[src/rtl/core/cbrf_pkg.sv]
`default_nettype none

package cbrf_pkg;

  // Fixed-point format and loop bound defaults
  localparam int FRAC_BITS          = 26;
  localparam int MAX_ROUNDS_DEFAULT = 64;

  // Configuration register indexes
  localparam logic [1:0] CFG_TOLERANCE  = 2'd0;
  localparam logic [1:0] CFG_SCAN_STEP  = 2'd1;
  localparam logic [1:0] CFG_SCAN_LIMIT = 2'd2;

  // Configuration reset values
  localparam logic [30:0] TOLERANCE_RESET  = 31'd6711;
  localparam logic [30:0] SCAN_STEP_RESET  = 31'd33554432;
  localparam logic [30:0] SCAN_LIMIT_RESET = 31'd671088640;

  // Largest positive raw value at which 4x^2 - 3 is still not positive
  function automatic logic [31:0] neg_bound_f(input int frac);
    logic [63:0] v;
    logic [63:0] trial;
    logic [31:0] res;
    res = '0;
    v   = '0;
    if (frac >= 32) begin
      return '1;
    end
    v = 64'd3 << (2 * frac - 2);
    for (int b = 31; b >= 0; b--) begin
      trial = {32'd0, res | (32'd1 << b)};
      if (trial * trial <= v) begin
        res = res | (32'd1 << b);
      end
    end
    return res;
  endfunction

  localparam logic [31:0] NEG_BOUND = neg_bound_f(FRAC_BITS);

  typedef enum logic [1:0] {
    STAT_CONVERGED  = 2'd0,
    STAT_SAME_SIGN  = 2'd1,
    STAT_NO_BRACKET = 2'd2
  } status_t;

  typedef enum logic [1:0] {
    SG_ZERO = 2'd0,
    SG_POS  = 2'd1,
    SG_NEG  = 2'd2
  } sgn_t;

  typedef enum logic [2:0] {
    ST_IDLE,
    ST_DIVIDE,
    ST_SCAN,
    ST_SIGNS,
    ST_BISECT,
    ST_FINAL
  } ctrl_state_t;

  typedef struct packed {
    logic                action;
    logic signed [31:0]  left_end;
    logic signed [31:0]  right_end;
  } item_t;

  typedef struct packed {
    logic signed [31:0]  root;
    logic signed [31:0]  bracket_left;
    logic signed [31:0]  bracket_right;
    logic        [31:0]  rounds_total;
    logic        [1:0]   status;
  } result_t;

  // Controller to datapath
  typedef struct packed {
    logic    load;
    logic    div_step;
    logic    scan_take;
    logic    round;
    logic    finish;
    status_t code;
  } cbrf_cmd_t;

  // Datapath to controller
  typedef struct packed {
    logic div_last;
    logic scan_ok;
    logic same_sign;
    logic go;
    logic mid_zero;
  } cbrf_sts_t;

  // Exact sign of 4x^3 - 3x from the raw value
  function automatic sgn_t sign_of(input logic signed [31:0] x);
    logic [31:0] ax;
    logic        big;
    ax  = x[31] ? (~x + 32'd1) : x;
    big = (ax > NEG_BOUND);
    if (x == '0) begin
      return SG_ZERO;
    end
    if (x[31] == big) begin
      return SG_NEG;
    end
    return SG_POS;
  endfunction

endpackage

`default_nettype wire

[src/rtl/core/cbrf_ctrl.sv]
`default_nettype none

module cbrf_ctrl
  import cbrf_pkg::*;
(
  input  wire logic      clk,
  input  wire logic      rst,
  input  wire logic      start,
  input  wire logic      action,
  input  wire cbrf_sts_t sts,
  output logic           busy,
  output cbrf_cmd_t      cmd
);

  ctrl_state_t state, state_next;

  // State register
  always_ff @(posedge clk) begin
    if (rst) begin
      state <= ST_IDLE;
    end else begin
      state <= state_next;
    end
  end

  // Next state and commands
  always_comb begin
    state_next = state;
    cmd        = '0;
    cmd.code   = STAT_CONVERGED;
    case (state)
      ST_IDLE: begin
        if (start) begin
          cmd.load   = 1'b1;
          state_next = action ? ST_DIVIDE : ST_SIGNS;
        end
      end
      ST_DIVIDE: begin
        cmd.div_step = 1'b1;
        if (sts.div_last) begin
          state_next = ST_SCAN;
        end
      end
      ST_SCAN: begin
        if (sts.scan_ok) begin
          cmd.scan_take = 1'b1;
          state_next    = ST_SIGNS;
        end else begin
          cmd.finish = 1'b1;
          cmd.code   = STAT_NO_BRACKET;
          state_next = ST_IDLE;
        end
      end
      ST_SIGNS: begin
        if (sts.same_sign) begin
          cmd.finish = 1'b1;
          cmd.code   = STAT_SAME_SIGN;
          state_next = ST_IDLE;
        end else begin
          state_next = ST_BISECT;
        end
      end
      ST_BISECT: begin
        if (sts.go) begin
          cmd.round = 1'b1;
          if (sts.mid_zero) begin
            state_next = ST_FINAL;
          end
        end else begin
          state_next = ST_FINAL;
        end
      end
      ST_FINAL: begin
        cmd.finish = 1'b1;
        cmd.code   = STAT_CONVERGED;
        state_next = ST_IDLE;
      end
      default: begin
        state_next = ST_IDLE;
      end
    endcase
  end

  assign busy = (state != ST_IDLE);

  a_start_leaves_idle: assert property (@(posedge clk) disable iff (rst)
    (start && !busy) |=> (state != ST_IDLE))
    else $error("accepted item did not leave idle");

  a_finish_to_idle: assert property (@(posedge clk) disable iff (rst)
    cmd.finish |=> (state == ST_IDLE))
    else $error("finish did not return to idle");

endmodule

`default_nettype wire

[src/rtl/core/cbrf_datapath.sv]
`default_nettype none

module cbrf_datapath
  import cbrf_pkg::*;
#(
  parameter int MAX_ROUNDS = MAX_ROUNDS_DEFAULT
) (
  input  wire logic        clk,
  input  wire logic        rst,
  input  wire item_t       item,
  input  wire logic        cfg_we,
  input  wire logic [1:0]  cfg_index,
  input  wire logic [30:0] cfg_data,
  input  wire cbrf_cmd_t   cmd,
  output cbrf_sts_t        sts,
  output result_t          result,
  output logic             done
);

  localparam int RND_W = $clog2(MAX_ROUNDS + 1);

  logic [30:0]        tolerance;
  logic [30:0]        scan_step;
  logic [30:0]        scan_limit;
  logic signed [31:0] held_root;
  logic [31:0]        round_count;
  logic signed [31:0] lft;
  logic signed [31:0] rgt;
  logic signed [31:0] start_l;
  logic signed [31:0] start_r;
  logic [RND_W-1:0]   rnd;
  logic [31:0]        rem;
  logic [4:0]         cnt;

  logic [32:0]        trial;
  logic [33:0]        trial_sub;
  logic [31:0]        lo;
  logic [32:0]        hi;
  logic signed [32:0] diff;
  logic signed [32:0] sum;
  logic signed [31:0] mid;
  sgn_t               sg_l;
  sgn_t               sg_r;
  sgn_t               sg_m;

  // Configuration registers
  always_ff @(posedge clk) begin
    if (rst) begin
      tolerance  <= TOLERANCE_RESET;
      scan_step  <= SCAN_STEP_RESET;
      scan_limit <= SCAN_LIMIT_RESET;
    end else if (cfg_we) begin
      case (cfg_index)
        CFG_TOLERANCE:  tolerance  <= cfg_data;
        CFG_SCAN_STEP:  scan_step  <= cfg_data;
        CFG_SCAN_LIMIT: scan_limit <= cfg_data;
        default: ;
      endcase
    end
  end

  // Restoring divide step on the constant bound: only the remainder is kept
  assign trial     = {rem, NEG_BOUND[cnt]};
  assign trial_sub = {1'b0, trial} - {3'd0, scan_step};

  // Bracket from the scan: largest multiple of the step not above the bound
  assign lo = NEG_BOUND - rem;
  assign hi = {1'b0, lo} + {2'd0, scan_step};

  // Bisection arithmetic
  assign diff = {rgt[31], rgt} - {lft[31], lft};
  assign sum  = {lft[31], lft} + {rgt[31], rgt};
  assign mid  = sum[32:1];
  assign sg_l = sign_of(lft);
  assign sg_r = sign_of(rgt);
  assign sg_m = sign_of(mid);

  // Status to the controller
  always_comb begin
    sts.div_last  = (cnt == 5'd0);
    sts.scan_ok   = (scan_step != '0) && (NEG_BOUND >= {1'b0, scan_step}) &&
                    (lo <= {1'b0, scan_limit}) && (hi <= 33'h07FFFFFFF);
    sts.same_sign = (sg_l != SG_ZERO) && (sg_l == sg_r);
    sts.go        = !diff[32] && (diff[31:0] >= {1'b0, tolerance}) &&
                    (rnd < RND_W'(MAX_ROUNDS));
    sts.mid_zero  = (sg_m == SG_ZERO);
  end

  // Working bracket, divider and round counter
  always_ff @(posedge clk) begin
    if (cmd.load) begin
      lft     <= item.left_end;
      rgt     <= item.right_end;
      start_l <= item.left_end;
      start_r <= item.right_end;
      rem     <= '0;
      cnt     <= 5'd31;
    end
    if (cmd.div_step) begin
      rem <= trial_sub[33] ? trial[31:0] : trial_sub[31:0];
      cnt <= cnt - 5'd1;
    end
    if (cmd.scan_take) begin
      lft     <= lo;
      rgt     <= hi[31:0];
      start_l <= lo;
      start_r <= hi[31:0];
    end
    if (cmd.round) begin
      if (sg_m == SG_ZERO) begin
        lft <= mid;
        rgt <= mid;
      end else if (sg_l != SG_ZERO && sg_l != sg_m) begin
        rgt <= mid;
      end else begin
        lft <= mid;
      end
    end
  end

  always_ff @(posedge clk) begin
    if (rst) begin
      rnd <= '0;
    end else if (cmd.load) begin
      rnd <= '0;
    end else if (cmd.round) begin
      rnd <= rnd + RND_W'(1);
    end
  end

  // Cumulative round total and held root
  always_ff @(posedge clk) begin
    if (rst) begin
      round_count <= '0;
      held_root   <= '0;
    end else begin
      if (cmd.round && round_count != '1) begin
        round_count <= round_count + 32'd1;
      end
      if (cmd.finish && cmd.code == STAT_CONVERGED) begin
        held_root <= mid;
      end
    end
  end

  // Result register and strobe
  always_ff @(posedge clk) begin
    if (cmd.finish) begin
      result.rounds_total <= round_count;
      result.status       <= cmd.code;
      case (cmd.code)
        STAT_CONVERGED: begin
          result.root          <= mid;
          result.bracket_left  <= start_l;
          result.bracket_right <= start_r;
        end
        STAT_SAME_SIGN: begin
          result.root          <= held_root;
          result.bracket_left  <= start_l;
          result.bracket_right <= start_r;
        end
        default: begin
          result.root          <= held_root;
          result.bracket_left  <= '0;
          result.bracket_right <= '0;
        end
      endcase
    end
  end

  always_ff @(posedge clk) begin
    if (rst) begin
      done <= 1'b0;
    end else begin
      done <= cmd.finish;
    end
  end

  a_round_cap: assert property (@(posedge clk) disable iff (rst)
    rnd <= RND_W'(MAX_ROUNDS))
    else $error("round counter beyond cap");

  a_root_held: assert property (@(posedge clk) disable iff (rst)
    done |-> (result.root == held_root))
    else $error("reported root differs from held root");

endmodule

`default_nettype wire

[src/rtl/core/cubic_bisection_root_finder_top.sv]
`default_nettype none

// Channel    Handshake           Payload
// input      start / busy        item   (action, left_end, right_end)
// result     done (1-cycle)      result (root, bracket_left, bracket_right,
//                                        rounds_total, status)
// config     cfg_we              cfg_index, cfg_data
//
// An item is taken when start is high and busy is low; busy holds until the
// result is registered. Same signs end after the sign check; a bisection adds
// the rounds and a final state (an exact midpoint root stops the rounds);
// a scan adds 32 divider steps and a check; no bracket ends there. One round
// per cycle, at most MAX_ROUNDS. Synchronous reset restores config and clears
// held root and round total; done is a one-cycle strobe the receiver can't stall.

module cubic_bisection_root_finder_top
  import cbrf_pkg::*;
#(
  parameter int MAX_ROUNDS = MAX_ROUNDS_DEFAULT
) (
  input  wire logic        clk,
  input  wire logic        rst,
  input  wire logic        start,
  output logic             busy,
  input  wire item_t       item,
  output logic             done,
  output result_t          result,
  input  wire logic        cfg_we,
  input  wire logic [1:0]  cfg_index,
  input  wire logic [30:0] cfg_data
);

  cbrf_cmd_t cmd;
  cbrf_sts_t sts;

  cbrf_ctrl u_ctrl (
    .clk    (clk),
    .rst    (rst),
    .start  (start),
    .action (item.action),
    .sts    (sts),
    .busy   (busy),
    .cmd    (cmd)
  );

  cbrf_datapath #(
    .MAX_ROUNDS (MAX_ROUNDS)
  ) u_datapath (
    .clk       (clk),
    .rst       (rst),
    .item      (item),
    .cfg_we    (cfg_we),
    .cfg_index (cfg_index),
    .cfg_data  (cfg_data),
    .cmd       (cmd),
    .sts       (sts),
    .result    (result),
    .done      (done)
  );

endmodule

`default_nettype wire

[config.mk]
export PLATFORM = sky130hd
export DESIGN_NAME = cubic_bisection_root_finder_top
export DESIGN_NICKNAME = d
export VERILOG_FILES = /design/src/rtl/core/cbrf_pkg.sv /design/src/rtl/core/cbrf_ctrl.sv /design/src/rtl/core/cbrf_datapath.sv /design/src/rtl/core/cubic_bisection_root_finder_top.sv
export SDC_FILE = /design/constraint.sdc
export NUM_CORES = 1
export LEC_CHECK = 0
export BUFFER_PORTS_ARGS = -buffer_cell sky130_fd_sc_hd__buf_2
export CAP_MARGIN = 10
export CELL_PAD_IN_SITES_DETAIL_PLACEMENT = 0
export CELL_PAD_IN_SITES_GLOBAL_PLACEMENT = 1
export CORE_UTILIZATION = 48
export CTS_BUF_LIST = sky130_fd_sc_hd__clkbuf_2 sky130_fd_sc_hd__clkbuf_4 sky130_fd_sc_hd__clkbuf_8
export DETAILED_ROUTE_END_ITERATION = 10
export GPL_TIMING_DRIVEN = 0
export PLACE_DENSITY_LB_ADDON = 0.08
export SETUP_SLACK_MARGIN = 0.1
export SLEW_MARGIN = 20
export SYNTH_ARGS = -nofsm -noshare
export SYNTH_HDL_FRONTEND = slang
export SYNTH_HIERARCHICAL = 1
export SYNTH_SLANG_ARGS = --single-unit
[constraint.sdc]
create_clock -name clk -period 17.3 [get_ports clk]
set_input_delay 1.73 -clock clk [delete_from_list [all_inputs] [get_ports clk]]
set_output_delay 1.73 -clock clk [all_outputs]
set_load 0.03 [all_outputs]
==> results.cfg <==
[setup_path]
r2r_cells = 33
cp-end-kind = flip-flop
regToRegSetupSlack_ps = 6360
cpMaxStageDelayCell = nor4_1
reg2reg_to = u_datapath/round_count[31]$_SDFFE_PP0P_
path_max_fanout = 10
arrival_ps = 11520
crit_path_max_incr_delay_ps = 890
path_class = flip-flop to flip-flop
worstPathRequired_ps = 17880
cp-start-kind = flip-flop
r2r_start = u_datapath/lft[1]$_DFF_P_

[route]
first_iter_violations = 3117
wl_met1_um = 50900
drc_errors = 0
wl_met3_um = 9890
routedWlPerCell_um = 26.4
vias = 29300
postRouteAntennaNets = 0
drt_first_pass_iters = 6
wl_met2_um = 58200
highest_layer = met5
routed_wl_um = 126000
vias_per_cell = 6.12

[sta]
finalMaxSlewViolations = 0
skew_ps = 68.3
rsz0062_at_grt = false
min_period_ps = 10940
fmax_mhz = 91.4
period_share_pct = 63.2
worst_pin_slew_ps = 1240
relSlewSlack_pct = 16.7
hold_viol_final = 0
setup_viol = 0
finalSetupTns_ps = 0

[logic_synthesis]
synth_seq_cells = 464
syn-instance-count = 3551
syn_area_per_cell_um2 = 8.70
synth_cell_types = 102
synth_top_flop_cell = dfxtp_1
syn-num-nets = 3855
synth_area_um2 = 30900
synth_top_cell_area_share_pct = 22.5
yosysSeqAreaShare_pct = 37.6
synth.yosys.warnings = 6
synth-async-reset-ratio_pct = 0
synthTopCellsByArea = edfxtp_1 22%, dfxtp_1 15%, ha_1 8.0%, nand2_1 5.5%, a21oi_1 3.7%
synth_edf_count = 231
synth_top_area_cell = edfxtp_1

[worst_hold_path]
hold_start = u_datapath/tolerance[28]$_SDFFE_PP0P_
min_path_type = flip-flop to flip-flop
min_to = u_datapath/tolerance[28]$_SDFFE_PP0P_
whs_path_depth = 2

[global_route]
overflow = 0
grt_max_degree = 65
grt_pass1_vias = 27900
antenna_found_initial = 8
grt_usage_pct = 37.5
grt_pass1_wl_um = 181000

[floorplanning]
boundaryPins = 234
core_area_um2 = 63300
die_w_um = 256
initial_core_util_pct = 48.8
dieArea_um2 = 65400
num_rows = 92
die_h_um = 256

[clock_network]
htree_num_levels = 3
post_cts_buffers = 0
cts_buffer_depth = 3
clkLatencyLatePin_ps = 750
clkSinkCount = 464
cts_tree = built
post_cts_resized = 0
path_clk_slew_ps = 60
root_buffer = clkbuf_8
ctsHoldBuffers = 0
numCtsBuffers = 81

[layout]
drive_gt1_share_pct = 12.9
final_nets = 4180
syn_to_final_growth_pct = 13.7

[placement]
place.gp.congestion = 1.02
dp_hpwl_um = 102000
io_buffers = 233

[flow_run]
maxCapViolCount = 0

[outcome]
run_status = complete, no violations
-- critical path, delay by kind of cell (launching register included) --
kind / cells / cell delay, ps
compound gates: 15 / 4540
xor+xnor: 1 / 160
fa+ha+maj: 2 / 630
buf+inv: 3 / 950
flops: 1 / 680
simple gates: 12 / 3780
-- area by class of cell --
| type | count | area, um2 |
|---|---|---|
| fill | 5854 | 28200 |
| multi-input combinational | 2687 | 17800 |
| sequential | 464 | 11600 |
| clock buffer | 112 | 1390 |
| timing repair buffer | 242 | 1370 |
| tap | 846 | 1060 |
| inverter | 221 | 830 |
| buffer | 179 | 743 |
| clock inverter | 34 | 278 |
| antenna | 6 | 15.0 |
-- per-layer routing --
layer	GRT usage [%]	up-vias
met5	0	-
met4	20.3	10
met3	6.40	343
met2	61.1	1470
met1	47.4	14100
li1	-	13400
-- cells by family after synthesis --
group / share of synthesized area [%]
simple gates: 20.4
compound gates: 18.1
flops: 37.6
buf+inv: 5.08
fa+ha+maj: 8.28
xor+xnor: 5.27
mux: 5.32
-- flip-flops by register name, summed over array words and instances, names as in the netlist, 5 cells and up --
signal and count:
u_datapath/scan_step 31, u_datapath/cnt 5, u_datapath/rem 32, u_datapath/start_r 32, u_datapath/result 130, u_datapath/rnd 7, u_datapath/round_count 32, u_datapath/scan_limit 31
u_datapath/held_root 32, u_datapath/lft 32, u_datapath/rgt 32, u_datapath/start_l 32, u_datapath/tolerance 31
-- layout by cell type (no fill, tap or decap), drive strengths merged, types with 28 or more instances in the layout --
master / instances
a211oi: 47
a21o: 66
a21oi: 229
a31oi: 29
and3: 29
buf: 274
clkbuf: 259
dfxtp: 233
edfxtp: 231
ha: 198
inv: 228
mux2: 44
mux2i: 113
nand2: 450
nand2b: 36
nand3: 74
nand4: 67
nor2: 219
nor2b: 126
nor3: 85
nor4: 48
o211ai: 28
o21a: 50
o21ai: 246
or2: 29
or3: 35
xnor2: 119
xor2: 67
-- how the worst max path moves through the flow --
stage                     cells after the start                            start                                       to
final                                        33        u_datapath/lft[1]$_DFF_P_  u_datapath/round_count[31]$_SDFFE_PP0P_
after global routing                         33        u_datapath/lft[1]$_DFF_P_  u_datapath/round_count[31]$_SDFFE_PP0P_
after CTS                                    33        u_datapath/lft[1]$_DFF_P_  u_datapath/round_count[31]$_SDFFE_PP0P_
after detailed placement                     33        u_datapath/lft[1]$_DFF_P_  u_datapath/round_count[31]$_SDFFE_PP0P_
after global placement                       27  u_datapath/rem[1]$_SDFFCE_PN0N_     u_datapath/held_root[1]$_SDFFE_PP0P_
after floorplan                              27  u_datapath/rem[1]$_SDFFCE_PN0N_    u_datapath/held_root[11]$_SDFFE_PP0P_
-- synth_stat cells, types with 83 or more instances --
| cell | n |
|---|---|
| edfxtp_1 | 231 |
| dfxtp_1 | 233 |
| nand2_1 | 450 |
| nor2b_1 | 126 |
| nor2_1 | 218 |
| a21oi_1 | 228 |
| ha_1 | 198 |
| clkbuf_1 | 146 |
| xnor2_1 | 119 |
| o21ai_0 | 224 |
| mux2i_1 | 112 |
| inv_1 | 217 |
| nor3_1 | 83 |
-- through the flow --
step / util, % / instance area, um2 / setup WS, ps / hold slack (ps) / instances
2_1_floorplan: - / 30900 / 5190 / 431 / 3551
3_3_place_gp: 52.3 / 33100 / 942 / 442 / 4630
3_5_place_dp: 52.7 / 33400 / 6600 / 448 / 4639
4_1_cts: 55.4 / 35100 / 6550 / 456 / 4785
5_1_grt: 55.4 / 35100 / 5980 / 475 / 4788
6_report: 55.4 / 35100 / 6360 / 454 / 4791
Power is not shown: default switching activity piles up to over one toggle a cycle in this logic, so the estimate is an artifact.
